<file path="src/hdl/hsl2rgb_pkg.sv">
`default_nettype none

package hsl2rgb_pkg;

    localparam int FRAC_BITS = 16;
    localparam int VAL_W     = FRAC_BITS + 1;
    // signed working width for q, p and their differences
    localparam int SW        = VAL_W + 3;
    // width of the lightness product
    localparam int QPROD_W   = 2 * VAL_W + 1;
    // width of the channel ramp product
    localparam int CPROD_W   = 2 * VAL_W;

    localparam logic [VAL_W-1:0] ONE   = VAL_W'(1) << FRAC_BITS;
    localparam logic [VAL_W-1:0] HALF  = VAL_W'(1) << (FRAC_BITS - 1);
    localparam logic [VAL_W-1:0] THIRD = VAL_W'(((2 ** FRAC_BITS) + 1) / 3);

    typedef struct packed {
        logic [VAL_W-1:0] hue;
        logic [VAL_W-1:0] saturation;
        logic [VAL_W-1:0] lightness;
    } hsl_t;

    typedef struct packed {
        logic [VAL_W-1:0] red;
        logic [VAL_W-1:0] green;
        logic [VAL_W-1:0] blue;
    } rgb_t;

    // piece of the hue function a channel falls in
    typedef enum logic [1:0] {
        SEG_RISE = 2'd0,
        SEG_HIGH = 2'd1,
        SEG_FALL = 2'd2,
        SEG_LOW  = 2'd3
    } seg_t;

    typedef struct packed {
        seg_t             seg;
        logic [VAL_W-1:0] factor;
    } chan_t;

    function automatic logic [VAL_W-1:0] sat_in(input logic [VAL_W-1:0] v);
        return (v > ONE) ? ONE : v;
    endfunction

    function automatic logic [VAL_W-1:0] clamp_unit(input logic signed [SW-1:0] v);
        logic signed [SW-1:0] one_s;
        one_s = signed'(SW'(ONE));
        if (v < 0) begin
            return '0;
        end else if (v > one_s) begin
            return ONE;
        end else begin
            return v[VAL_W-1:0];
        end
    endfunction

    // segment and ramp factor for a wrapped hue t in 0..ONE
    function automatic chan_t hue_setup(input logic [VAL_W-1:0] t);
        logic [SW-1:0] six_t;
        logic [SW-1:0] three_t;
        chan_t         c;
        six_t   = (SW'(t) << 2) + (SW'(t) << 1);
        three_t = (SW'(t) << 1) + SW'(t);
        c.factor = '0;
        if (six_t < SW'(ONE)) begin
            c.seg    = SEG_RISE;
            c.factor = six_t[VAL_W-1:0];
        end else if (t < HALF) begin
            c.seg = SEG_HIGH;
        end else if (three_t < (SW'(ONE) << 1)) begin
            c.seg    = SEG_FALL;
            c.factor = VAL_W'((SW'(ONE) << 2) - six_t);
        end else begin
            c.seg = SEG_LOW;
        end
        return c;
    endfunction

endpackage

`default_nettype wire

</file>
<file path="src/hdl/hsl2rgb_front.sv">
`default_nettype none

// stages 1 and 2: input saturation, hue offsets, q/p/d
module hsl2rgb_front (
    input  wire logic                          aclk,
    input  wire logic                          en,
    input  wire hsl2rgb_pkg::hsl_t             hsl,
    output hsl2rgb_pkg::chan_t                 red_set,
    output hsl2rgb_pkg::chan_t                 green_set,
    output hsl2rgb_pkg::chan_t                 blue_set,
    output logic [hsl2rgb_pkg::VAL_W-1:0]      q,
    output logic [hsl2rgb_pkg::VAL_W-1:0]      p,
    output logic [hsl2rgb_pkg::VAL_W-1:0]      d
);

    localparam int VW = hsl2rgb_pkg::VAL_W;
    localparam int SW = hsl2rgb_pkg::SW;
    localparam int QW = hsl2rgb_pkg::QPROD_W;

    // stage 1
    logic [VW-1:0] h, s, l;
    logic [VW:0]   t_r_sum;
    logic [VW-1:0] t_r, t_b;
    logic [VW:0]   mult_b;
    logic          lo;

    hsl2rgb_pkg::chan_t r1_reg, r1_next, g1_reg, g1_next, b1_reg, b1_next;
    logic [QW-1:0] prod_reg, prod_next;
    logic [VW-1:0] l_reg, s_reg;
    logic          lo_reg;

    always_comb begin
        h  = hsl2rgb_pkg::sat_in(hsl.hue);
        s  = hsl2rgb_pkg::sat_in(hsl.saturation);
        l  = hsl2rgb_pkg::sat_in(hsl.lightness);
        lo = (l < hsl2rgb_pkg::HALF);

        t_r_sum = (VW+1)'(h) + (VW+1)'(hsl2rgb_pkg::THIRD);
        if (t_r_sum > (VW+1)'(hsl2rgb_pkg::ONE)) begin
            t_r = VW'(t_r_sum - (VW+1)'(hsl2rgb_pkg::ONE));
        end else begin
            t_r = VW'(t_r_sum);
        end
        if (h < hsl2rgb_pkg::THIRD) begin
            t_b = h + hsl2rgb_pkg::ONE - hsl2rgb_pkg::THIRD;
        end else begin
            t_b = h - hsl2rgb_pkg::THIRD;
        end

        r1_next = hsl2rgb_pkg::hue_setup(t_r);
        g1_next = hsl2rgb_pkg::hue_setup(h);
        b1_next = hsl2rgb_pkg::hue_setup(t_b);

        // l*(1+s) below half lightness, l*s above
        mult_b    = lo ? ((VW+1)'(hsl2rgb_pkg::ONE) + (VW+1)'(s)) : (VW+1)'(s);
        prod_next = QW'(l) * QW'(mult_b);
    end

    always_ff @(posedge aclk) begin
        if (en) begin
            r1_reg   <= r1_next;
            g1_reg   <= g1_next;
            b1_reg   <= b1_next;
            prod_reg <= prod_next;
            l_reg    <= l;
            s_reg    <= s;
            lo_reg   <= lo;
        end
    end

    // stage 2
    logic [SW-1:0]        rnd;
    logic signed [SW-1:0] q_raw, p_raw;
    logic [VW-1:0]        q_next, p_next, d_next;
    logic [VW-1:0]        q_reg, p_reg, d_reg;
    hsl2rgb_pkg::chan_t   r2_reg, g2_reg, b2_reg;

    always_comb begin
        rnd = SW'((prod_reg + QW'(hsl2rgb_pkg::HALF)) >> hsl2rgb_pkg::FRAC_BITS);
        if (lo_reg) begin
            q_raw = signed'(rnd);
        end else begin
            q_raw = signed'(SW'(l_reg) + SW'(s_reg) - rnd);
        end
        q_next = hsl2rgb_pkg::clamp_unit(q_raw);
        p_raw  = signed'(SW'(l_reg) << 1) - signed'(SW'(q_next));
        p_next = hsl2rgb_pkg::clamp_unit(p_raw);
        d_next = (q_next > p_next) ? (q_next - p_next) : '0;
    end

    always_ff @(posedge aclk) begin
        if (en) begin
            q_reg  <= q_next;
            p_reg  <= p_next;
            d_reg  <= d_next;
            r2_reg <= r1_reg;
            g2_reg <= g1_reg;
            b2_reg <= b1_reg;
        end
    end

    assign q         = q_reg;
    assign p         = p_reg;
    assign d         = d_reg;
    assign red_set   = r2_reg;
    assign green_set = g2_reg;
    assign blue_set  = b2_reg;

endmodule

`default_nettype wire

</file>
<file path="src/hdl/hsl2rgb_chan.sv">
`default_nettype none

// stages 3 and 4 of one color channel: ramp product, round, add, clamp
module hsl2rgb_chan (
    input  wire logic                          aclk,
    input  wire logic                          en,
    input  wire hsl2rgb_pkg::chan_t            set,
    input  wire logic [hsl2rgb_pkg::VAL_W-1:0] q,
    input  wire logic [hsl2rgb_pkg::VAL_W-1:0] p,
    input  wire logic [hsl2rgb_pkg::VAL_W-1:0] d,
    output logic [hsl2rgb_pkg::VAL_W-1:0]      value
);

    localparam int VW = hsl2rgb_pkg::VAL_W;
    localparam int SW = hsl2rgb_pkg::SW;
    localparam int CW = hsl2rgb_pkg::CPROD_W;

    // stage 3
    logic [CW-1:0]     prod_reg;
    logic [VW-1:0]     q_reg, p_reg;
    hsl2rgb_pkg::seg_t seg_reg;

    always_ff @(posedge aclk) begin
        if (en) begin
            prod_reg <= CW'(d) * CW'(set.factor);
            q_reg    <= q;
            p_reg    <= p;
            seg_reg  <= set.seg;
        end
    end

    // stage 4
    logic [SW-1:0] ramp;
    logic [VW-1:0] value_next, value_reg;

    always_comb begin
        ramp = SW'((prod_reg + CW'(hsl2rgb_pkg::HALF)) >> hsl2rgb_pkg::FRAC_BITS)
             + SW'(p_reg);
        case (seg_reg)
            hsl2rgb_pkg::SEG_RISE,
            hsl2rgb_pkg::SEG_FALL: value_next = hsl2rgb_pkg::clamp_unit(signed'(ramp));
            hsl2rgb_pkg::SEG_HIGH: value_next = q_reg;
            hsl2rgb_pkg::SEG_LOW:  value_next = p_reg;
            default:               value_next = p_reg;
        endcase
    end

    always_ff @(posedge aclk) begin
        if (en) begin
            value_reg <= value_next;
        end
    end

    assign value = value_reg;

endmodule

`default_nettype wire

</file>
<file path="src/hdl/hsl_to_rgb_converter.sv">
`default_nettype none

//  channel  direction  handshake          payload
//  s_       in         s_valid/s_ready    s_data : hsl_t (hue, saturation, lightness)
//  m_       out        m_valid/m_ready    m_data : rgb_t (red, green, blue)
//
//  one request per cycle sustained while the output is not stalled; four register
//  stages (input stage, q/p stage, ramp multiply, output register); m_valid is the
//  stage valid bit of the output register
//  the depth follows the multipliers: l*s or l*(1+s), then d*factor per channel
//  reset (aresetn, synchronous) clears only the stage valid bits
//  a stall on m_ready freezes the whole pipeline; s_ready drops only while the
//  output register holds a request and m_ready is low, bubbles stay in place
module hsl_to_rgb_converter (
    input  wire logic              aclk,
    input  wire logic              aresetn,
    input  wire logic              s_valid,
    output logic                   s_ready,
    input  wire hsl2rgb_pkg::hsl_t s_data,
    output logic                   m_valid,
    input  wire logic              m_ready,
    output hsl2rgb_pkg::rgb_t      m_data
);

    localparam int VW = hsl2rgb_pkg::VAL_W;

    // pipeline advances whenever the output slot is free or being taken
    logic en;
    // valid bits of the four stages; the last one is the output register
    logic [3:0] vld_reg, vld_next;

    hsl2rgb_pkg::chan_t red_set, green_set, blue_set;
    logic [VW-1:0]      q, p, d;
    logic [VW-1:0]      red, green, blue;

    assign en      = !vld_reg[3] || m_ready;
    assign s_ready = en;

    // the valid bits shift along with the data under the same enable
    always_comb begin
        vld_next = vld_reg;
        if (en) begin
            vld_next = {vld_reg[2:0], s_valid};
        end
    end

    always_ff @(posedge aclk) begin
        if (!aresetn) begin
            vld_reg <= '0;
        end else begin
            vld_reg <= vld_next;
        end
    end

    // shared front: saturate inputs, form q, p and q-p, pick each hue segment
    hsl2rgb_front u_front (
        .aclk      (aclk),
        .en        (en),
        .hsl       (s_data),
        .red_set   (red_set),
        .green_set (green_set),
        .blue_set  (blue_set),
        .q         (q),
        .p         (p),
        .d         (d)
    );

    // one ramp unit per channel
    hsl2rgb_chan u_red (
        .aclk  (aclk),
        .en    (en),
        .set   (red_set),
        .q     (q),
        .p     (p),
        .d     (d),
        .value (red)
    );

    hsl2rgb_chan u_green (
        .aclk  (aclk),
        .en    (en),
        .set   (green_set),
        .q     (q),
        .p     (p),
        .d     (d),
        .value (green)
    );

    hsl2rgb_chan u_blue (
        .aclk  (aclk),
        .en    (en),
        .set   (blue_set),
        .q     (q),
        .p     (p),
        .d     (d),
        .value (blue)
    );

    assign m_valid      = vld_reg[3];
    assign m_data.red   = red;
    assign m_data.green = green;
    assign m_data.blue  = blue;

endmodule

`default_nettype wire
</file>
<file path="config.mk">
export PLATFORM = sky130hd
export DESIGN_NAME = hsl_to_rgb_converter
export DESIGN_NICKNAME = d
export VERILOG_FILES = /design/src/hdl/hsl2rgb_pkg.sv /design/src/hdl/hsl2rgb_front.sv /design/src/hdl/hsl2rgb_chan.sv /design/src/hdl/hsl_to_rgb_converter.sv
export SDC_FILE = /design/constraint.sdc
export NUM_CORES = 2
export LEC_CHECK = 0
export BUFFER_PORTS_ARGS = -buffer_cell sky130_fd_sc_hd__buf_2
export CAP_MARGIN = 30
export CORE_ASPECT_RATIO = 0.6
export CORE_UTILIZATION = 25
export DETAILED_ROUTE_END_ITERATION = 12
export GPL_TIMING_DRIVEN = 1
export SLEW_MARGIN = 0
export SYNTH_ARGS = -nofsm -noshare
export SYNTH_HDL_FRONTEND = slang
export SYNTH_SLANG_ARGS = --single-unit
</file>
<file path="constraint.sdc">
create_clock -name aclk -period 16.2 [get_ports aclk]
set_clock_uncertainty 0.1 [all_clocks]
set_input_delay 2.43 -clock aclk [delete_from_list [all_inputs] [get_ports aclk]]
set_output_delay 2.43 -clock aclk [all_outputs]
set_load 0.05 [all_outputs]
</file>
# ---- After elaboration in Yosys (flattened, before gate mapping)
# Cells that the tools add are included.
dict set report op_classes {
  add_sub_neg 26
  multipliers 4
  n_lt_le_gt_ge 26
  n_eq_ne 9
  mux 35
  reduce_logical 11
}
# operator n
set ops {}
lappend ops {{17-bit 2-to-1 mux} 24}
lappend ops {{17-bit case mux with 3 select lines} 3}
lappend ops {{18-bit by 17-bit adder with 19-bit output} 6}
lappend ops {{34-bit by 16-bit adder with 34-bit output, second input constant} 3}
lappend ops {{17-bit by 17-bit multiplier with 34-bit output} 3}
lappend ops {{20-bit by 18-bit greater-than comparator with 1-bit output, second input constant} 4}
lappend ops {{20-bit by 1-bit < comparator with 1-bit output, second input constant} 4}
lappend ops {{17-bit by 16-bit < comparator with 1-bit output, second input constant} 4}
lappend ops {{19-bit by 18-bit adder with 20-bit output} 3}
lappend ops {{20-bit by 17-bit < comparator with 1-bit output, second input constant} 3}
lappend ops {{20-bit by 18-bit < comparator with 1-bit output, second input constant} 3}
lappend ops {{17-bit greater-than comparator, second input constant} 3}
lappend ops {{1-bit by 17-bit subtractor with 17-bit output, first input constant} 3}
lappend ops {{35-bit by 16-bit adder with 35-bit output, second input constant} 1}
lappend ops {{17-bit by 18-bit multiplier with 35-bit output} 1}
lappend ops {{17-bit by 15-bit subtractor with 17-bit output, second input constant} 2}
lappend ops {{20-bit 2-to-1 mux} 1}
lappend ops {{20-bit by 19-bit subtractor with 20-bit output} 1}
lappend ops {{19-bit by 18-bit greater-than comparator with 1-bit output, second input constant} 1}
lappend ops {{19-bit by 1-bit < comparator with 1-bit output, second input constant} 1}
lappend ops {{18-bit by 17-bit subtractor with 19-bit output} 1}
lappend ops {{17-bit by 15-bit adder with 18-bit output, second input constant} 1}
lappend ops {{17-bit by 17-bit adder with 18-bit output} 1}
lappend ops {{17-bit by 17-bit adder with 18-bit output, first input constant} 1}
lappend ops {{other kinds (14)} 33}
dict set report totals {
  ff_bits 432
  out_inout_bits 53
  wordCells 145
}

# ---- Logic depth before layout (Yosys ltp)
dict set report logic_depth {
  word_depth 11
  mapped_depth 60
  depth_no_buf 58
}

# ---- Hierarchy
# A second synthesis with hierarchy kept.
dict set report hier_totals {
  hier_cells 6563
  hier_area_um2 62787.7
}
# module instances cells_each area_per_inst_um2
set by_module_without_submodules {}
lappend by_module_without_submodules {{hsl2rgb_chan (u_blue ...)} 2 1303 12627.1}
lappend by_module_without_submodules {hsl2rgb_front 1 2694 24963.9}
lappend by_module_without_submodules {{hsl2rgb_chan (u_red)} 1 1248 12408.2}
lappend by_module_without_submodules {hsl_to_rgb_converter 1 15 161.4}

# ---- Least setup slack after synthesis
# Ideal clock, no wire load.
dict set report synth_path {
  path_type {input-to-output}
  start {input m_ready}
  end {output s_ready}
  arrival_time_ns 12.830
  t_required_ns 13.670
  setup_slack_ns 0.840
  cell_stages 2
  path_buffers 1
  path_cell_list {nand2b_1 -> clkbuf_1}
}
dict set report synth_via {
  elab_chain_cells 1
}
# element line
set synth_rtl {}
lappend synth_rtl {{start, declared} hsl_to_rgb_converter.sv:21} ;# input wire logic m_ready,
lappend synth_rtl {{1-bit logical OR} hsl_to_rgb_converter.sv:36} ;# assign en = !vld_reg[3] || m_ready;
lappend synth_rtl {{end, declared} hsl_to_rgb_converter.sv:18} ;# output logic s_ready,
# No other way between the ends.

# ---- Worst setup path after layout
dict set report layout_path {
  start {register u_front.l_reg[0]}
  end {register u_front.d_reg[5] (netlist: u_front.d[5]) (data pin)}
}
dict set report layout_via {
  elab_chain_cells 11
}
# element line
set layout_rtl {}
lappend layout_rtl {{start, declared} hsl2rgb_front.sv:29} ;# logic [VW-1:0] l_reg, s_reg;
lappend layout_rtl {{start signal, assigned} hsl2rgb_front.sv:65} ;# l_reg <= l;
lappend layout_rtl {{17-bit by 17-bit adder with 18-bit output *} hsl2rgb_front.sv:83} ;# q_raw = signed'(SW'(l_reg) + SW'(s_reg) - rnd);
lappend layout_rtl {{20-bit by 19-bit subtractor with 20-bit output *} hsl2rgb_front.sv:83}
lappend layout_rtl {{20-bit 2-to-1 mux *} hsl2rgb_front.sv:80} ;# if (lo_reg) begin
lappend layout_rtl {{20-bit by 18-bit greater-than comparator with 1-bit output} hsl2rgb_pkg.sv:52} ;# end else if (v > one_s) begin
lappend layout_rtl {{17-bit 2-to-1 mux} hsl2rgb_pkg.sv:52}
lappend layout_rtl {{17-bit 2-to-1 mux *} hsl2rgb_pkg.sv:50} ;# if (v < 0) begin
lappend layout_rtl {{net u_front.q_next[1]} hsl2rgb_front.sv:74} ;# logic [VW-1:0] q_next, p_next, d_next;
lappend layout_rtl {{18-bit by 17-bit subtractor with 19-bit output} hsl2rgb_front.sv:86} ;# p_raw = signed'(SW'(l_reg) << 1) - signed'(SW'(q_next));
lappend layout_rtl {{19-bit by 18-bit greater-than comparator with 1-bit output} hsl2rgb_pkg.sv:52}
lappend layout_rtl {{17-bit 2-to-1 mux} hsl2rgb_pkg.sv:52}
lappend layout_rtl {{17-bit 2-to-1 mux} hsl2rgb_pkg.sv:50}
lappend layout_rtl {{17-bit subtractor or 17-bit greater-than comparator (tied branches)} hsl2rgb_front.sv:88} ;# d_next = (q_next > p_next) ? (q_next - p_next) : '0;
lappend layout_rtl {{end signal, assigned} hsl2rgb_front.sv:95} ;# d_reg <= d_next;
lappend layout_rtl {{end, declared} hsl2rgb_front.sv:75} ;# logic [VW-1:0] q_reg, p_reg, d_reg;
# The timed path passes the listed nets; every way through them passes the cells marked *.
# A chain may end at the register's enable or synchronous reset.

==> impl.org <==
** Status
- Result of the run :: complete, but fails checks
- Violations in the final reports :: design-rule violations

** CTS
- Clock-pin slew was measured on the worst setup and hold paths at 60 ps.
- Number of buffers added by the clock tree synthesis step :: 42
- Buffers inserted to repair hold after CTS numbered 0.
- Total clock sinks :: 366
- Counting along the longest clock path gives a buffer depth of 3.
- Once the clock tree was built, the setup fixing pass inserted 0 buffers.
- After clock tree synthesis, the repair step resized 0 gates.
- The H-tree generated during clock tree synthesis spans 2 levels.
- Clock latency on the worst-skew pair, taken at its later pin, is 650 ps.
- CTS Root Buffer Type :: sky130_fd_sc_hd__clkbuf_16
- Clock tree from TritonCTS :: built

** Pwr
- Power, Total :: 8460 µW
- Worst-case vdd ir drop :: 96.3 µV
- P per Cell Area :: 131 nW/µm²
- Static Leakage :: 0.0301 µW

** Detailed routing
- After detailed routing, the number of remaining DRC violations is 2.
- The first detailed-routing pass took 10 iterations.
- In the final routing, the length of wire on met1 measures 82,200 µm.
- In this run, the number of DRC markers left after iteration 0 of detailed routing was 4,082.
- In the detailed route, the total length drawn on met2 is 68,900 µm.
- Remaining number of nets flagged by the antenna check after routing :: 0
- In the final routed layout, each cell accounts on average for 17.8 µm.
- DR vias/cell :: 4.64
- Total detailed-routing wirelength :: 169,000 µm
- Detailed routing placed a total of 14,800 µm of wire on met3.
- Across all layers, the routed design uses 44,024 vias.
- Topmost layer with routed signal wires :: met4

** Worst setup path
- Worst-case register-to-register setup slack :: 2780 ps
- CP startpoint kind :: flip-flop
- The number of cells on the worst reg-to-reg path is 58.
- In this run the critical register-to-register path is launched from u_front.l_reg[0]$_DFFE_PP_.
- Top cell by count, worst path :: sky130_fd_sc_hd__o21ai_0
- CP required :: 16,480 ps
- Data arrives at the worst endpoint at 13,690 ps.
- The largest individual stage delay along the critical path comes from the cell sky130_fd_sc_hd__or4_1.
- By startpoint and endpoint, the worst setup path is classified as reg2reg.
- In this run the worst path has a maximum fanout of 30.
- The worst register-to-register path ends at u_front.d[5]$_SDFFCE_PP0P_.
- Kind of capture point of the worst setup path :: flip-flop
- In this design, the stage delay of the slowest critical-path cell is 560 ps.

** Synthesis
- Syn Area/Cell :: 9.32 µm²
- Yosys attributes the largest share of cell area to sky130_fd_sc_hd__fa_1 (29%), sky130_fd_sc_hd__edfxtp_1 (18%), sky130_fd_sc_hd__ha_1 (14%).
- Post-synth EDFFs :: 362
- For this run, the register share of the synthesized area comes to 0.185.
- In this run, synthesis produced a sequential element count of 366.
- Synth Flop Type :: sky130_fd_sc_hd__edfxtp_1
- Area of the mapped netlist :: 59,300 µm²
- Syn_nets :: 7,949
- Share of flip-flops with an asynchronous set or reset after synthesis :: 0
- sky130_fd_sc_hd__fa_1 takes more of the synthesized area than any other cell.
- Yosys printed 0 warnings.
- Of the post-synthesis cell area, the dominant cell type holds 0.293.
- Gate Count Post-Synth :: 6,359
- In this run, distinct cell masters in the synthesized netlist total 87.

** STA
- In the finished design, the share of the clock period the worst path needs comes to 0.828.
- Setup violations remaining at the end of the flow were counted as 0.
- RSZ-0062 raised after global routing :: false
- Worst-case hold slack :: 303 ps
- The worst pin sits at a relative slew slack of 0.306.
- At the pin with the least slew margin, the transition time is 1040 ps.
- The number of max-slew violations in the final report was 0.
- The worst path needs 13,420 ps of the cycle, external delays included.
- Once routing completed, OpenROAD measured the worst setup slack at 2780 ps.
- After routing, the total negative slack on setup checks comes to 0 ps.
- The final-report hold violation count was 0.
- For this run, the top clock speed supported by timing is 0.0745 GHz.

** Layout
- At the end of the flow, the number of nets in the layout was 7,891.
- Compared with the post-synthesis result, the final layout area differs by 8.95%.
- Share of cells above drive strength 1 :: 0.0470
- After filler insertion, the fill cell instance count of the layout stands at 24,872.
- Number of flip-flops under the largest register name :: 20

** Floorplan
- Area of the die :: 239,000 µm²
- Floorplan die width :: 631 µm
- The total area inside the core boundary comes to 236,000 µm².
- The initial utilization of the core area, before any placement, comes to 0.252.
- Number of placement rows :: 138
- Top-level I/O count :: 108
- The die is 379 µm tall.

** Place
- The congestion estimate from routability-driven global placement came to 0.911.
- Post-placement worst setup slack :: 3220 ps
- IO buf count :: 107
- Half-perimeter wire length after detailed placement :: 135,000 µm

** Global routing
- Wire length of the first global-routing pass :: 262,000 µm
- All-Layer GR Usage :: 0.140
- The number of global-route vias before repair is 44,857.
- The number of antenna violations at the first check in global routing is 11.
- Maximum number of pins on one net before global-route repair :: 128
- Final global-route overflow total :: 0

** Hold path
- The worst hold path terminates at u_front.green_set[15]$_DFFE_PP_.
- In this run the worst hold path is classified as reg2reg.
- Min-Delay Startpoint :: u_front.g1_reg[15]$_DFFE_PP_
- Along the worst hold path, the cell count comes to 0.

** Flow run
- Max-cap violations in this run came to 0.
## cell usage in the layout, fill, tap and decap left out, drive strengths merged, types with 150 or more instances in the layout
| master | synthesis | layout |
|---|---|---|
| xnor2 | 197 | 197 |
| nand2 | 909 | 909 |
| fa | 868 | 868 |
| inv | 1163 | 1171 |
| a21oi | 176 | 176 |
| edfxtp | 362 | 362 |
| and2 | 331 | 331 |
| buf | 17 | 150 |
| nor2 | 299 | 299 |
| ha | 667 | 667 |
## power by group
group	internal (µW)	leakage [µW]	switching (µW)
Combinational	2080	0.0252	3360
Sequential	1500	0.00423	523
Clock	560	0.000674	443
## worst max-delay path: cells and delay by family (launching register included)
| family | cells | cell delay (ps) |
|---|---|---|
| adders and majority gates | 5 | 1590 |
| DFF | 1 | 410 |
| xor gates and xnor gates | 2 | 420 |
| AOI/OAI and AO/OA | 34 | 7400 |
| buffers and inverters | 3 | 530 |
| and+or+nand+nor | 14 | 2660 |
## how the worst max path moves through the flow
stage | startpoint | endpoint | slack (ps) | cells after the start
floorplan | m_ready | s_ready | 840 | 2
global placement | u_front.l_reg[0]$_DFFE_PP_ | u_front.d[4]$_SDFFCE_PP0P_ | 3060 | 58
detailed placement | u_front.l_reg[0]$_DFFE_PP_ | u_front.d[2]$_SDFFCE_PP0P_ | 3220 | 58
CTS | u_front.l_reg[0]$_DFFE_PP_ | u_front.d[2]$_SDFFCE_PP0P_ | 3100 | 58
global route | u_front.l_reg[0]$_DFFE_PP_ | u_front.d[4]$_SDFFCE_PP0P_ | 1480 | 58
finish | u_front.l_reg[0]$_DFFE_PP_ | u_front.d[5]$_SDFFCE_PP0P_ | 2780 | 58
## cells by family (layout without fill, tap and decap cells)
logic type | count (synthesis) | after routing | synth area share
adders and majority gates | 1535 | 1535 | 0.434
DFF | 366 | 366 | 0.185
and+or+nand+nor | 2023 | 2023 | 0.162
other | 1 | 3 | 0.0000633
buffers and inverters | 1420 | 1395 | 0.0901
xor gates and xnor gates | 301 | 301 | 0.0445
AOI/OAI and AO/OA | 649 | 649 | 0.0729
muxes | 64 | 64 | 0.0119
## cell usage after synthesis, drive strengths merged, types with 6 or more instances
cell type  number
a221oi          6
nand4          35
and4           10
a22oi           7
a21oi         176
nor4           27
a22o           43
or2            22
nor3           81
a31oi          17
and3           66
a41oi           6
a211o          20
a21o           72
a211oi         27
o21a           29
buf            17
o211ai          9
o22ai          15
nand3          77
o41ai           6
nor2b          56
mux2i          13
ha            667
o21bai         39
clkbuf        235
fa            868
or4            11
nand2         909
o21ai         111
edfxtp        362
or3            22
a21boi         17
nor3b          14
xnor2         197
mux2           51
nand3b          9
and2          331
nand2b         41
nor2          299
xor2          104
inv          1163
o31ai          10
## per-layer routing
metal	up-vias	GRT usage
li1	20090	-
met1	22206	0.214
met2	1583	0.205
met3	145	0.0274
met4	0	0.0254
met5	-	0
## final cells by class
type                       instances  area (µm²)  share of cell area
clock buffer                      46        1090              0.0168
inverter                        1168        4380              0.0679
antenna                            2        5.00           0.0000775
tap                             3150        3940              0.0610
timing repair buffer             150         891              0.0138
multi-input combinational       4573       43000               0.666
clock inverter                    31         333             0.00515
sequential                       366       11000               0.170
## stage by stage
stage | cell area (µm²) | utilization | cells
after floorplan | 59300 | - | 6359
final | 64600 | 0.274 | 9486
after global placement | 63100 | 0.268 | 9406
after CTS | 64600 | 0.274 | 9483
after global routing | 64600 | 0.274 | 9484
after detailed placement | 63100 | 0.268 | 9406
Power figures use the tool's default switching activity.
